[config.mk]
export PLATFORM = sky130hd
export DESIGN_NAME = periodic_event_slot_table
export DESIGN_NICKNAME = d
export VERILOG_FILES = /design/src/pest_pkg.sv /design/src/periodic_event_slot_table.sv /design/src/pest_mod_unit.sv /design/src/pest_slot_table.sv
export SDC_FILE = /design/constraint.sdc
export NUM_CORES = 1
export LEC_CHECK = 0
export ABC_AREA = 1
export ABC_CLOCK_PERIOD_IN_PS = 13700
export BUFFER_PORTS_ARGS = -buffer_cell sky130_fd_sc_hd__clkbuf_2
export CAP_MARGIN = 20
export CELL_PAD_IN_SITES_DETAIL_PLACEMENT = 1
export CELL_PAD_IN_SITES_GLOBAL_PLACEMENT = 2
export CORE_MARGIN = 2
export CORE_UTILIZATION = 40
export CTS_BUF_LIST = sky130_fd_sc_hd__clkbuf_8
export CTS_CLUSTER_DIAMETER = 30
export DETAILED_ROUTE_END_ITERATION = 8
export PLACE_DENSITY_LB_ADDON = 0.1
export SYNTH_ARGS = -nofsm -noshare
export SYNTH_HDL_FRONTEND = slang
export SYNTH_HIERARCHICAL = 1
export SYNTH_SLANG_ARGS = --single-unit
[constraint.sdc]
create_clock -name i_clk -period 13.7 [get_ports i_clk]
set_clock_uncertainty 0.05 [all_clocks]
set_input_delay 2.055 -clock i_clk [delete_from_list [all_inputs] [get_ports i_clk]]
set_output_delay 2.055 -clock i_clk [all_outputs]
set_load 0.005 [all_outputs]
[src/pest_pkg.sv]
// ============================================================================
// pest_pkg
// Shared types and constants of the periodic event slot table.
// ============================================================================
package pest_pkg;

    localparam int SLOT_COUNT  = 16;
    localparam int SLOT_W      = (SLOT_COUNT > 1) ? $clog2(SLOT_COUNT) : 1;
    localparam int MAX_RESULTS = 16;
    localparam int FIRE_W      = $clog2(MAX_RESULTS + 1);

    localparam int PERIOD_W = 16;
    localparam int SIDX_W   = 4;
    localparam int TICK_W   = 32;
    localparam int COORD_W  = 16;
    localparam int FLAG_W   = 8;
    localparam int RSLOT_W  = 4;

    localparam int DIV_STEP_W = $clog2(TICK_W);

    localparam int IN_FIELDS_W  = PERIOD_W + SIDX_W + TICK_W + 2 * COORD_W + FLAG_W;
    localparam int IN_TDATA_W   = ((IN_FIELDS_W + 7) / 8) * 8;
    localparam int OUT_FIELDS_W = 1 + RSLOT_W + 2 * COORD_W + FLAG_W;
    localparam int OUT_TDATA_W  = ((OUT_FIELDS_W + 7) / 8) * 8;

    typedef enum logic [1:0] {
        MODE_ADD  = 2'd0,
        MODE_DEL  = 2'd1,
        MODE_TICK = 2'd2
    } t_mode;

    typedef enum logic [1:0] {
        KIND_ADD  = 2'd0,
        KIND_DEL  = 2'd1,
        KIND_FIRE = 2'd2,
        KIND_NONE = 2'd3
    } t_kind;

    typedef enum logic [2:0] {
        S_IDLE,
        S_ADD,
        S_DEL,
        S_TICK_RD,
        S_TICK_TEST,
        S_DIV,
        S_TICK_ADV,
        S_PUSH
    } t_state;

    typedef struct packed {
        logic                set_en;
        logic                clr_en;
        logic [SLOT_W-1:0]   addr;
        logic [PERIOD_W-1:0] period;
    } t_tbl_cmd;

    typedef struct packed {
        logic                start;
        logic [TICK_W-1:0]   dividend;
        logic [PERIOD_W-1:0] divisor;
    } t_div_req;

    typedef struct packed {
        logic busy;
        logic done;
        logic rem_zero;
    } t_div_sts;

endpackage

[src/periodic_event_slot_table.sv]
// Tick: slots are read and tested in order; an active slot with nonzero period also runs the
// bit-serial 32-bit modulo unit, and each fired result is pushed out.
// One request at a time; the next is taken while the last result waits on m_axis.
// Reset (synchronous, active low) frees every slot at once; no clearing pass.
// ============================================================================
// periodic_event_slot_table
// Slot table with add, delete and tick dispatch over a shared modulo unit.
// ============================================================================
module periodic_event_slot_table import pest_pkg::*; (
    input  logic                   i_clk,
    input  logic                   i_rst_n,
    input  logic                   s_axis_tvalid,
    output logic                   s_axis_tready,
    // period, slot_index, tick_count, x_coord, y_coord, activity_flag, zero pad
    input  logic [IN_TDATA_W-1:0]  s_axis_tdata,
    // mode
    input  logic [1:0]             s_axis_tuser,
    output logic                   m_axis_tvalid,
    input  logic                   m_axis_tready,
    // success, result_slot, out_x, out_y, out_flag, zero pad
    output logic [OUT_TDATA_W-1:0] m_axis_tdata,
    // kind
    output logic [1:0]             m_axis_tuser,
    output logic                   m_axis_tlast
);

    localparam int P_LO = 0;
    localparam int S_LO = P_LO + PERIOD_W;
    localparam int T_LO = S_LO + SIDX_W;
    localparam int X_LO = T_LO + TICK_W;
    localparam int Y_LO = X_LO + COORD_W;
    localparam int F_LO = Y_LO + COORD_W;

    t_state r_state, n_state;

    logic [PERIOD_W-1:0] r_in_period;
    logic [SIDX_W-1:0]   r_in_sidx;
    logic [TICK_W-1:0]   r_in_tick;
    logic [COORD_W-1:0]  r_in_x;
    logic [COORD_W-1:0]  r_in_y;
    logic [FLAG_W-1:0]   r_in_flag;

    logic [SLOT_W-1:0]   r_ctr, n_ctr;
    logic [FIRE_W-1:0]   r_fire_cnt, n_fire_cnt;
    logic                r_held_vld, n_held_vld;
    logic [RSLOT_W-1:0]  r_held_slot, n_held_slot;

    t_kind               r_res_kind, n_res_kind;
    logic                r_res_ok, n_res_ok;
    logic [RSLOT_W-1:0]  r_res_slot, n_res_slot;
    logic                r_res_fire, n_res_fire;
    logic                r_res_last, n_res_last;
    logic                r_ret_idle, n_ret_idle;

    logic                r_m_valid;
    t_kind               r_o_kind;
    logic                r_o_ok;
    logic [RSLOT_W-1:0]  r_o_slot;
    logic [COORD_W-1:0]  r_o_x;
    logic [COORD_W-1:0]  r_o_y;
    logic [FLAG_W-1:0]   r_o_flag;
    logic                r_o_last;

    t_tbl_cmd              w_tbl_cmd;
    t_div_req              w_div_req;
    t_div_sts              w_div_sts;
    logic [PERIOD_W-1:0]   w_rd_period;
    logic [SLOT_COUNT-1:0] w_active;

    logic                w_accept;
    logic                w_out_free;
    logic                w_push;
    logic [SLOT_W-1:0]   w_del_idx;
    logic                w_del_ok;
    logic                w_last_slot;

    pest_slot_table u_table (
        .i_clk       (i_clk),
        .i_rst_n     (i_rst_n),
        .i_cmd       (w_tbl_cmd),
        .i_rd_addr   (r_ctr),
        .o_rd_period (w_rd_period),
        .o_active    (w_active)
    );

    pest_mod_unit u_mod (
        .i_clk   (i_clk),
        .i_rst_n (i_rst_n),
        .i_req   (w_div_req),
        .o_sts   (w_div_sts)
    );

    assign s_axis_tready = (r_state == S_IDLE);
    assign w_accept      = s_axis_tvalid && s_axis_tready;
    assign w_out_free    = !r_m_valid || m_axis_tready;
    assign w_push        = (r_state == S_PUSH) && w_out_free;
    assign w_last_slot   = (r_ctr == SLOT_W'(SLOT_COUNT - 1));

    // out-of-range slot numbers must not alias onto a real slot
    assign w_del_idx = SLOT_W'(r_in_sidx);
    assign w_del_ok  = ({{(32-SIDX_W){1'b0}}, r_in_sidx} < 32'(SLOT_COUNT))
                       && w_active[w_del_idx];

    always_ff @(posedge i_clk) begin
        if (!i_rst_n) begin
            r_state <= S_IDLE;
        end else begin
            r_state <= n_state;
        end
    end

    always_comb begin
        n_state     = r_state;
        n_ctr       = r_ctr;
        n_fire_cnt  = r_fire_cnt;
        n_held_vld  = r_held_vld;
        n_held_slot = r_held_slot;
        n_res_kind  = r_res_kind;
        n_res_ok    = r_res_ok;
        n_res_slot  = r_res_slot;
        n_res_fire  = r_res_fire;
        n_res_last  = r_res_last;
        n_ret_idle  = r_ret_idle;

        w_tbl_cmd        = '0;
        w_tbl_cmd.addr   = r_ctr;
        w_tbl_cmd.period = r_in_period;

        w_div_req.start    = 1'b0;
        w_div_req.dividend = r_in_tick;
        w_div_req.divisor  = w_rd_period;

        unique case (r_state)
            S_IDLE: begin
                if (w_accept) begin
                    n_ctr = '0;
                    unique case (s_axis_tuser)
                        MODE_ADD: n_state = S_ADD;
                        MODE_DEL: n_state = S_DEL;
                        MODE_TICK: begin
                            n_fire_cnt = '0;
                            n_held_vld = 1'b0;
                            n_state    = S_TICK_RD;
                        end
                        default: n_state = S_IDLE;
                    endcase
                end
            end
            S_ADD: begin
                n_res_kind = KIND_ADD;
                n_res_fire = 1'b0;
                n_res_last = 1'b1;
                n_ret_idle = 1'b1;
                if (!w_active[r_ctr]) begin
                    w_tbl_cmd.set_en = 1'b1;
                    n_res_ok   = 1'b1;
                    n_res_slot = RSLOT_W'(r_ctr);
                    n_state    = S_PUSH;
                end else if (w_last_slot) begin
                    n_res_ok   = 1'b0;
                    n_res_slot = '0;
                    n_state    = S_PUSH;
                end else begin
                    n_ctr = r_ctr + 1'b1;
                end
            end
            S_DEL: begin
                w_tbl_cmd.clr_en = w_del_ok;
                w_tbl_cmd.addr   = w_del_idx;
                n_res_kind = KIND_DEL;
                n_res_ok   = w_del_ok;
                n_res_slot = r_in_sidx;
                n_res_fire = 1'b0;
                n_res_last = 1'b1;
                n_ret_idle = 1'b1;
                n_state    = S_PUSH;
            end
            S_TICK_RD: begin
                n_state = S_TICK_TEST;
            end
            S_TICK_TEST: begin
                if (w_active[r_ctr] && (w_rd_period != '0)) begin
                    w_div_req.start = 1'b1;
                    n_state = S_DIV;
                end else begin
                    n_state = S_TICK_ADV;
                end
            end
            S_DIV: begin
                if (w_div_sts.done) begin
                    n_state = S_TICK_ADV;
                    if (w_div_sts.rem_zero) begin
                        // the earlier fire is not the last one; send it now
                        n_fire_cnt  = r_fire_cnt + 1'b1;
                        n_held_vld  = 1'b1;
                        n_held_slot = RSLOT_W'(r_ctr);
                        if (r_held_vld) begin
                            n_res_kind = KIND_FIRE;
                            n_res_ok   = 1'b0;
                            n_res_slot = r_held_slot;
                            n_res_fire = 1'b1;
                            n_res_last = 1'b0;
                            n_ret_idle = 1'b0;
                            n_state    = S_PUSH;
                        end
                    end
                end
            end
            S_TICK_ADV: begin
                if ((r_fire_cnt == FIRE_W'(MAX_RESULTS)) || w_last_slot) begin
                    n_res_ok   = 1'b0;
                    n_res_last = 1'b1;
                    n_ret_idle = 1'b1;
                    n_state    = S_PUSH;
                    if (r_held_vld) begin
                        n_res_kind = KIND_FIRE;
                        n_res_slot = r_held_slot;
                        n_res_fire = 1'b1;
                        n_held_vld = 1'b0;
                    end else begin
                        n_res_kind = KIND_NONE;
                        n_res_slot = '0;
                        n_res_fire = 1'b0;
                    end
                end else begin
                    n_ctr   = r_ctr + 1'b1;
                    n_state = S_TICK_RD;
                end
            end
            S_PUSH: begin
                if (w_out_free) begin
                    n_state = r_ret_idle ? S_IDLE : S_TICK_ADV;
                end
            end
            default: n_state = S_IDLE;
        endcase
    end

    always_ff @(posedge i_clk) begin
        if (!i_rst_n) begin
            r_ctr      <= '0;
            r_fire_cnt <= '0;
            r_held_vld <= 1'b0;
            r_ret_idle <= 1'b1;
        end else begin
            r_ctr      <= n_ctr;
            r_fire_cnt <= n_fire_cnt;
            r_held_vld <= n_held_vld;
            r_ret_idle <= n_ret_idle;
        end
    end

    always_ff @(posedge i_clk) begin
        r_held_slot <= n_held_slot;
        r_res_kind  <= n_res_kind;
        r_res_ok    <= n_res_ok;
        r_res_slot  <= n_res_slot;
        r_res_fire  <= n_res_fire;
        r_res_last  <= n_res_last;
        if (w_accept) begin
            r_in_period <= s_axis_tdata[S_LO-1:P_LO];
            r_in_sidx   <= s_axis_tdata[T_LO-1:S_LO];
            r_in_tick   <= s_axis_tdata[X_LO-1:T_LO];
            r_in_x      <= s_axis_tdata[Y_LO-1:X_LO];
            r_in_y      <= s_axis_tdata[F_LO-1:Y_LO];
            r_in_flag   <= s_axis_tdata[F_LO+FLAG_W-1:F_LO];
        end
    end

    // output register
    always_ff @(posedge i_clk) begin
        if (!i_rst_n) begin
            r_m_valid <= 1'b0;
        end else if (w_push) begin
            r_m_valid <= 1'b1;
        end else if (m_axis_tready) begin
            r_m_valid <= 1'b0;
        end
    end

    always_ff @(posedge i_clk) begin
        if (w_push) begin
            r_o_kind <= r_res_kind;
            r_o_ok   <= r_res_ok;
            r_o_slot <= r_res_slot;
            r_o_x    <= r_res_fire ? r_in_x    : '0;
            r_o_y    <= r_res_fire ? r_in_y    : '0;
            r_o_flag <= r_res_fire ? r_in_flag : '0;
            r_o_last <= r_res_last;
        end
    end

    assign m_axis_tvalid = r_m_valid;
    assign m_axis_tdata  = OUT_TDATA_W'({r_o_flag, r_o_y, r_o_x, r_o_slot, r_o_ok});
    assign m_axis_tuser  = r_o_kind;
    assign m_axis_tlast  = r_o_last;

`ifndef SYNTHESIS
    a_busy_after_accept: assert property (@(posedge i_clk) disable iff (!i_rst_n)
        w_accept && (s_axis_tuser == MODE_ADD || s_axis_tuser == MODE_DEL
                     || s_axis_tuser == MODE_TICK) |=> !s_axis_tready)
        else $error("ready held after a request");
    a_fire_cap: assert property (@(posedge i_clk) disable iff (!i_rst_n)
        r_fire_cnt <= FIRE_W'(MAX_RESULTS))
        else $error("fire count past limit");
    a_no_held_idle: assert property (@(posedge i_clk) disable iff (!i_rst_n)
        (r_state == S_IDLE) |-> !r_held_vld)
        else $error("fired slot left undelivered");
    a_div_in_tick: assert property (@(posedge i_clk) disable iff (!i_rst_n)
        w_div_sts.done |-> (r_state == S_DIV))
        else $error("modulo result outside a tick");
`endif

endmodule

[src/pest_mod_unit.sv]
// ============================================================================
// pest_mod_unit
// Restoring remainder unit: 32-bit dividend by 16-bit divisor, one bit a cycle.
// ============================================================================
module pest_mod_unit import pest_pkg::*; (
    input  logic     i_clk,
    input  logic     i_rst_n,
    input  t_div_req i_req,
    output t_div_sts o_sts
);

    logic                  r_busy;
    logic                  r_done;
    logic [DIV_STEP_W-1:0] r_step;
    logic [TICK_W-1:0]     r_dvd;
    logic [PERIOD_W-1:0]   r_div;
    logic [PERIOD_W-1:0]   r_rem;

    logic [PERIOD_W:0]     w_trial;
    logic [PERIOD_W:0]     w_diff;
    logic [PERIOD_W-1:0]   n_rem;

    // remainder stays below the divisor, so the trial fits below twice it
    always_comb begin
        w_trial = {r_rem, r_dvd[TICK_W-1]};
        w_diff  = w_trial - {1'b0, r_div};
        n_rem   = (w_trial >= {1'b0, r_div}) ? w_diff[PERIOD_W-1:0]
                                             : w_trial[PERIOD_W-1:0];
    end

    always_ff @(posedge i_clk) begin
        if (!i_rst_n) begin
            r_busy <= 1'b0;
            r_done <= 1'b0;
            r_step <= '0;
        end else if (i_req.start) begin
            r_busy <= 1'b1;
            r_done <= 1'b0;
            r_step <= '0;
        end else if (r_busy) begin
            r_step <= r_step + 1'b1;
            if (r_step == DIV_STEP_W'(TICK_W - 1)) begin
                r_busy <= 1'b0;
                r_done <= 1'b1;
            end
        end else begin
            r_done <= 1'b0;
        end
    end

    always_ff @(posedge i_clk) begin
        if (i_req.start) begin
            r_dvd <= i_req.dividend;
            r_div <= i_req.divisor;
            r_rem <= '0;
        end else if (r_busy) begin
            r_rem <= n_rem;
            r_dvd <= {r_dvd[TICK_W-2:0], 1'b0};
        end
    end

    assign o_sts.busy     = r_busy;
    assign o_sts.done     = r_done;
    assign o_sts.rem_zero = (r_rem == '0);

`ifndef SYNTHESIS
    a_rem_below_div: assert property (@(posedge i_clk) disable iff (!i_rst_n)
        r_done |-> (r_rem < r_div))
        else $error("remainder not below divisor");
    a_start_idle: assert property (@(posedge i_clk) disable iff (!i_rst_n)
        i_req.start |-> !r_busy && !r_done)
        else $error("divider restarted while in use");
    a_done_after_busy: assert property (@(posedge i_clk) disable iff (!i_rst_n)
        $rose(r_done) |-> $past(r_busy))
        else $error("done without a run");
`endif

endmodule

[src/pest_slot_table.sv]
// ============================================================================
// pest_slot_table
// Slot storage: active bits in flops, periods in a small memory.
// ============================================================================
module pest_slot_table import pest_pkg::*; (
    input  logic                  i_clk,
    input  logic                  i_rst_n,
    input  t_tbl_cmd              i_cmd,
    input  logic [SLOT_W-1:0]     i_rd_addr,
    output logic [PERIOD_W-1:0]   o_rd_period,
    output logic [SLOT_COUNT-1:0] o_active
);

    logic [PERIOD_W-1:0]   r_period_mem [SLOT_COUNT];
    logic [PERIOD_W-1:0]   r_rd_period;
    logic [SLOT_COUNT-1:0] r_active;

    always_ff @(posedge i_clk) begin
        if (i_cmd.set_en) begin
            r_period_mem[i_cmd.addr] <= i_cmd.period;
        end
        r_rd_period <= r_period_mem[i_rd_addr];
    end

    always_ff @(posedge i_clk) begin
        if (!i_rst_n) begin
            r_active <= '0;
        end else if (i_cmd.set_en) begin
            r_active[i_cmd.addr] <= 1'b1;
        end else if (i_cmd.clr_en) begin
            r_active[i_cmd.addr] <= 1'b0;
        end
    end

    assign o_rd_period = r_rd_period;
    assign o_active    = r_active;

`ifndef SYNTHESIS
    a_one_op: assert property (@(posedge i_clk) disable iff (!i_rst_n)
        !(i_cmd.set_en && i_cmd.clr_en))
        else $error("set and clear together");
    a_set_free: assert property (@(posedge i_clk) disable iff (!i_rst_n)
        i_cmd.set_en |-> !r_active[i_cmd.addr])
        else $error("add claimed an active slot");
    a_clr_active: assert property (@(posedge i_clk) disable iff (!i_rst_n)
        i_cmd.clr_en |=> !r_active[$past(i_cmd.addr)])
        else $error("slot still active after delete");
`endif

endmodule
Yosys cells after proc, flatten, opt, wreduce, memory -nomap -nowiden

Memories as Yosys holds them, arrays and structs flattened. A register that Yosys moved wholly into a read port is not among the register bits.
Index checks and enable logic that the tools add are counted.

Register bits: 255
RAM bits: 256
Bits of input ports: 102
Output and inout port bits: 53
Word-level logic and storage cells: 179
Memories kept: 1

Memory list:

| name                 | depth | bits a word | rd ports | clocked after memory_dff | write ports | RTL line              | text |
|---|---|---|---|---|---|---|---|
| u_table.r_period_mem | 16    | 16          | 1        | 1                        | 1           | pest_slot_table.sv:14 | `logic [PERIOD_W-1:0] r_period_mem [SLOT_COUNT];` |

$add $sub $neg: 4
$lt $le $gt $ge: 5
Equality and inequality tests: 23
Multiplexer cells: 79
Bitwise operators: 5
Reduce and logical (&&, ||, !) cells: 30

Operators by type and width:

| operator                                                    | count |
|---|---|
| two-way mux 32 bit                                          | 2 |
| two-way mux 16 bit                                          | 3 |
| two-way mux 4 bit                                           | 11 |
| two-way mux 1 bit                                           | 33 |
| two-way mux 5 bit                                           | 5 |
| one-hot mux 3 bit (8 select lines)                          | 1 |
| two-way mux 3 bit                                           | 7 |
| AND reduction 5 bit                                         | 4 |
| >= comparator 17 x 16 -> 1 bit                              | 1 |
| bitwise AND 16 bit                                          | 1 |
| zero test 16 bit                                            | 1 |
| NOT 16 bit                                                  | 1 |
| bitwise OR 16 bit                                           | 1 |
| one-hot mux 4 bit (4 select lines)                          | 1 |
| nonzero test 16 bit                                         | 1 |
| subtractor 16 bit                                           | 1 |
| less-than comparator 4 x 5 -> 1 bit (second input constant) | 3 |
| equality test 3 bit (second input constant)                 | 4 |
| inequality test 2 bit (second input constant)               | 6 |
| one-hot mux 4 bit (3 select lines)                          | 1 |
| AND reduction 6 bit                                         | 2 |
| adder 5 x 1 -> 5 bit (second input constant)                | 2 |
| equality test 5 bit (second input constant)                 | 2 |
| two-way mux 2 bit                                           | 5 |
| other kinds (29)                                            | 47 |

Longest topological paths before layout

Depth in word-level cells: 11
Gate-level depth with buffers: 15
Mapped depth without buffers: 14

Cells and area by module

Netlist, hierarchy kept.

Modules (own cells, without submodules):

| module                    | times used | cells an instance | area an instance (um2) | sequential area each (um2) |
|---|---|---|---|---|
| pest_slot_table           | 1          | 1170              | 12047.8                | 8328.0 |
| periodic_event_slot_table | 1          | 520               | 6558.8                 | 4894.7 |
| pest_mod_unit             | 1          | 541               | 4121.5                 | 1901.8 |

Worst setup path before layout

OpenSTA, ideal clock, no wires.

Kind: input-to-reg
Start: input s_axis_tvalid
End: register r_in_flag[0] (enable)
Library setup time: 0.544 ns
Arrival: 5.968 ns
Data required time: 13.106 ns
Slack: 7.138 ns
Cell stages on the path: 2
Path buffers: 0
Cells stage by stage: inv_1 nor2_1

Longest elaborated chain between the ends: 1

RTL lines:

| element              | RTL line                         | text |
|---|---|---|
| start, declared      | periodic_event_slot_table.sv:12  | `input logic s_axis_tvalid,` |
| logical AND 1 bit    | periodic_event_slot_table.sv:94  | `assign w_accept = s_axis_tvalid && s_axis_tready;` |
| named net w_accept   | periodic_event_slot_table.sv:70  | `logic w_accept;` |
| end signal, assigned | periodic_event_slot_table.sv:266 | `r_in_flag <= s_axis_tdata[F_LO+FLAG_W-1:F_LO];` |
| end, declared        | periodic_event_slot_table.sv:41  | `logic [FLAG_W-1:0] r_in_flag;` |

The timed path passes the listed nets, and every way through them passes these cells.
A chain may end at the register's enable or synchronous reset.

==> summary.md <==
| Metric | Value |
|---|---|
| Pwr Density | 189.1 nW/um2 |
| Kind of critical path | register to register |
| Hold Path Depth | 0 |
| Worst slew pin tran | 1.137 ns |
| Final nets | 2,583 |
| Flop-to-flop setup slack | 9.46 ns |
| Routed length per instance | 18.46 um |
| Synth Instances | 2,230 |
| CTS sink count | 527 |
| Max IR drop VDD | 0.00008946 V |
| Clk_lat worst skew | 0.75 ns |
| FF-to-FF Start | r_ctr[0]$_SDFFE_PN0P_ |
| Period minus WS final | 4.244 ns |
| Crit Path Max Fanout | 78 |
| Deepest clock path buffer count | 3 |
| Tot GR Track Use | 21.19% |
| CORE AREA | 56,280 um2 |
| Sw Pwr | 0.001608 W |
| Clock root cell | clkbuf_8 |
| Mapped cell area | 22,720 um2 |
| Clk pwr share | 38.1% |
| Layout cells sized above 1 | 16.34% |
| Lkg Pwr | 11.90 nW |
| Worst setup EP type | register |
| Antenna Nets Post-Route | 0 |
| GPL Wtd Cong | 0.7976 |
| Setup bufs post-CTS | 0 |
| IO Pins | 155 |
| H-tree depth | 4 |
| Internal power | 0.003480 W |
| Chip Width | 242.3 um |
| Port bufs | 147 |
| Sw frac | 31.61% |
| Clock slew at reported path FFs | 0.05 ns |
| Number of hold buffers added after cts | 0 |
| Slew margin rel. | 24.13% |
| Pins Over Slew Limit | 0 |
| Arrival @ worst endpoint | 4.68 ns |
| CTS tree | yes |
| Critical Path, Cell by Cell | inv_2 > nand2_1 > nand3_1 > nand3_1 > nand3_1 > nand2_1 > nand3_1 > inv_2 > inv_1 > nand2_1 > nand2_1 |
| Post-route clock period utilization | 30.98% |
| Setup TNS | 0 ns |
| GRT overflow | 0 |
| Final Hold Viols | 0 |
| Via/cell ratio | 4.804 |
| Worst setup SP type | register |
| DRC Markers | 0 |
| Unrepaired setup endpoints after global routing | false |
| Syn avg cell area | 10.19 um2 |
| CP max stage cell | dfxtp_4 |
| Comb power frac | 19.2% |
| Routed WL | 61.32 mm |
| Final setup viols | 0 |
| Status | completed |
| Final HPWL DP | 36.93 mm |
| Setup WS pre-CTS | 9.338 ns |
| Final worst slack | 9.456 ns |
| Critical Path End | u_mod/r_dvd[30]$_DFFE_PP_ |
| Via Count | 15,955 |
| Worst R2R Path Depth | 11 |
| Row cnt | 87 |
| CTS buffer count | 134 |
| Vias in the first global route | 16,736 |
| Die height | 242.3 um |
| Antenna violations before repair | 2 |
| F_max | 235.6 MHz |
| Post-CTS sizing | 0 |
| Pin count of the biggest net entering global routing | 85 |
| Critical Path Source | r_ctr[0]$_SDFFE_PN0P_ |
| Total of max-cap violations | 0 |
| Hold/Removal Path Class | register to register |
| Syn. warnings | 6 |
| Reg2reg end | u_mod/r_dvd[30]$_DFFE_PP_ |
| Crit-path max cell delay | 0.93 ns |
| Area growth from synthesis to layout | 18.43% |
| First-pass GRT wire length | 94.86 mm |
| Initial Util | 40.37% |
| Die area | 58,720 um2 |
| DR iter-0 viols | 766 |
| Flop pwr share | 42.7% |
| Required time worst endpoint | 14.13 ns |
| DRT Pass-1 Iters | 4 |
[layout by cell type, fill, tap and decap left out, types with 4 or more instances in the layout]
cell type / count
o211ai_1: 7
or2_2: 4
dfxtp_1: 67
a21oi_1: 47
nand3_1: 286
nand4_1: 12
nand3_2: 6
edfxtp_1: 457
nand2_1: 691
bufinv_16: 10
nor2_1: 54
nand2_4: 4
inv_1: 416
clkinv_1: 20
nor2_2: 4
o21ai_0: 25
clkinvlp_4: 17
clkinv_2: 24
nor3_1: 9
buf_4: 18
xnor2_1: 7
nor2_4: 9
clkbuf_8: 144
nand2_2: 9
clkbuf_2: 147
ha_1: 24
inv_2: 7
[worst min-delay path by stage]
stage / from / end / slack, ns
global route: r_res_ok$_DFFE_PP_ / r_o_ok$_DFFE_PP_ / 0.38
finish: r_res_slot[2]$_DFFE_PP_ / r_o_slot[2]$_DFFE_PP_ / 0.37
floorplan: r_res_last$_DFFE_PP_ / m_axis_tlast$_DFFE_PP_ / 0.35
detailed placement: r_res_slot[2]$_DFFE_PP_ / r_o_slot[2]$_DFFE_PP_ / 0.36
CTS: r_res_slot[2]$_DFFE_PP_ / r_o_slot[2]$_DFFE_PP_ / 0.37
global placement: r_res_kind[1]$_DFFE_PP_ / m_axis_tuser[1]$_DFFE_PP_ / 0.36
[per-layer routing]
metal  GRT usage, %  share of wire (%)  up-vias
li1               -                  -     7710
met1          25.97                 43     7871
met2          37.00                 51      265
met3          4.043                3.8      109
met4          8.043                2.3        0
met5              0                  0        -
[power groups by stage]
stage	clock, W	combinational (W)	sequential, W
floorplan	0	0.000717	0.00214
global placement	0	0.000968	0.00219
detailed placement	0	0.000991	0.00221
CTS	0.00200	0.000998	0.00218
global route	0.00207	0.00112	0.00220
finish	0.00194	0.000977	0.00217
[state kept, by name, indices dropped and copies added (netlist names), 3 cells and up, named ones only]
name / count
r_ctr: 4
r_fire_cnt: 5
r_held_slot: 4
r_in_flag: 8
r_in_period: 16
r_in_sidx: 4
r_in_tick: 32
r_in_x: 16
r_in_y: 16
r_o_flag: 8
r_o_slot: 4
r_o_x: 16
r_o_y: 16
r_res_slot: 4
r_state: 3
u_mod/r_div: 16
u_mod/r_dvd: 32
u_mod/r_rem: 16
u_mod/r_step: 5
u_table/o_rd_period: 16
u_table/r_period_mem: 256
[through the flow]
step	util [%]	instances	cell area (um2)	total power, W	hold slack (ns)
after floorplan	-	2232	22730	0.002861	0.3503
after global placement	42.81	3073	24090	0.003163	0.3597
after detailed placement	42.86	3074	24120	0.003197	0.3563
after CTS	47.73	3318	26860	0.005170	0.3697
after global routing	47.81	3321	26910	0.005382	0.3787
final	47.81	3321	26910	0.005088	0.3683
[layout make-up]
cell class,instances,area [um2]
clock inverter,100,762.0
multi-input combinational,1225,5640
clock buffer,144,1982
sequential,527,15130
tap,756,945.9
fill,6310,29370
antenna,1,2.502
inverter,400,1504
timing repair buffer,168,940.9
[worst max-delay path, delay by kind of cell (launching register included)]
family / cells / cell delay, ns
simple gates: 8 / 1.18
buf+inv: 3 / 1.78
flops: 1 / 0.93
Power figures use the tool's default switching activity.
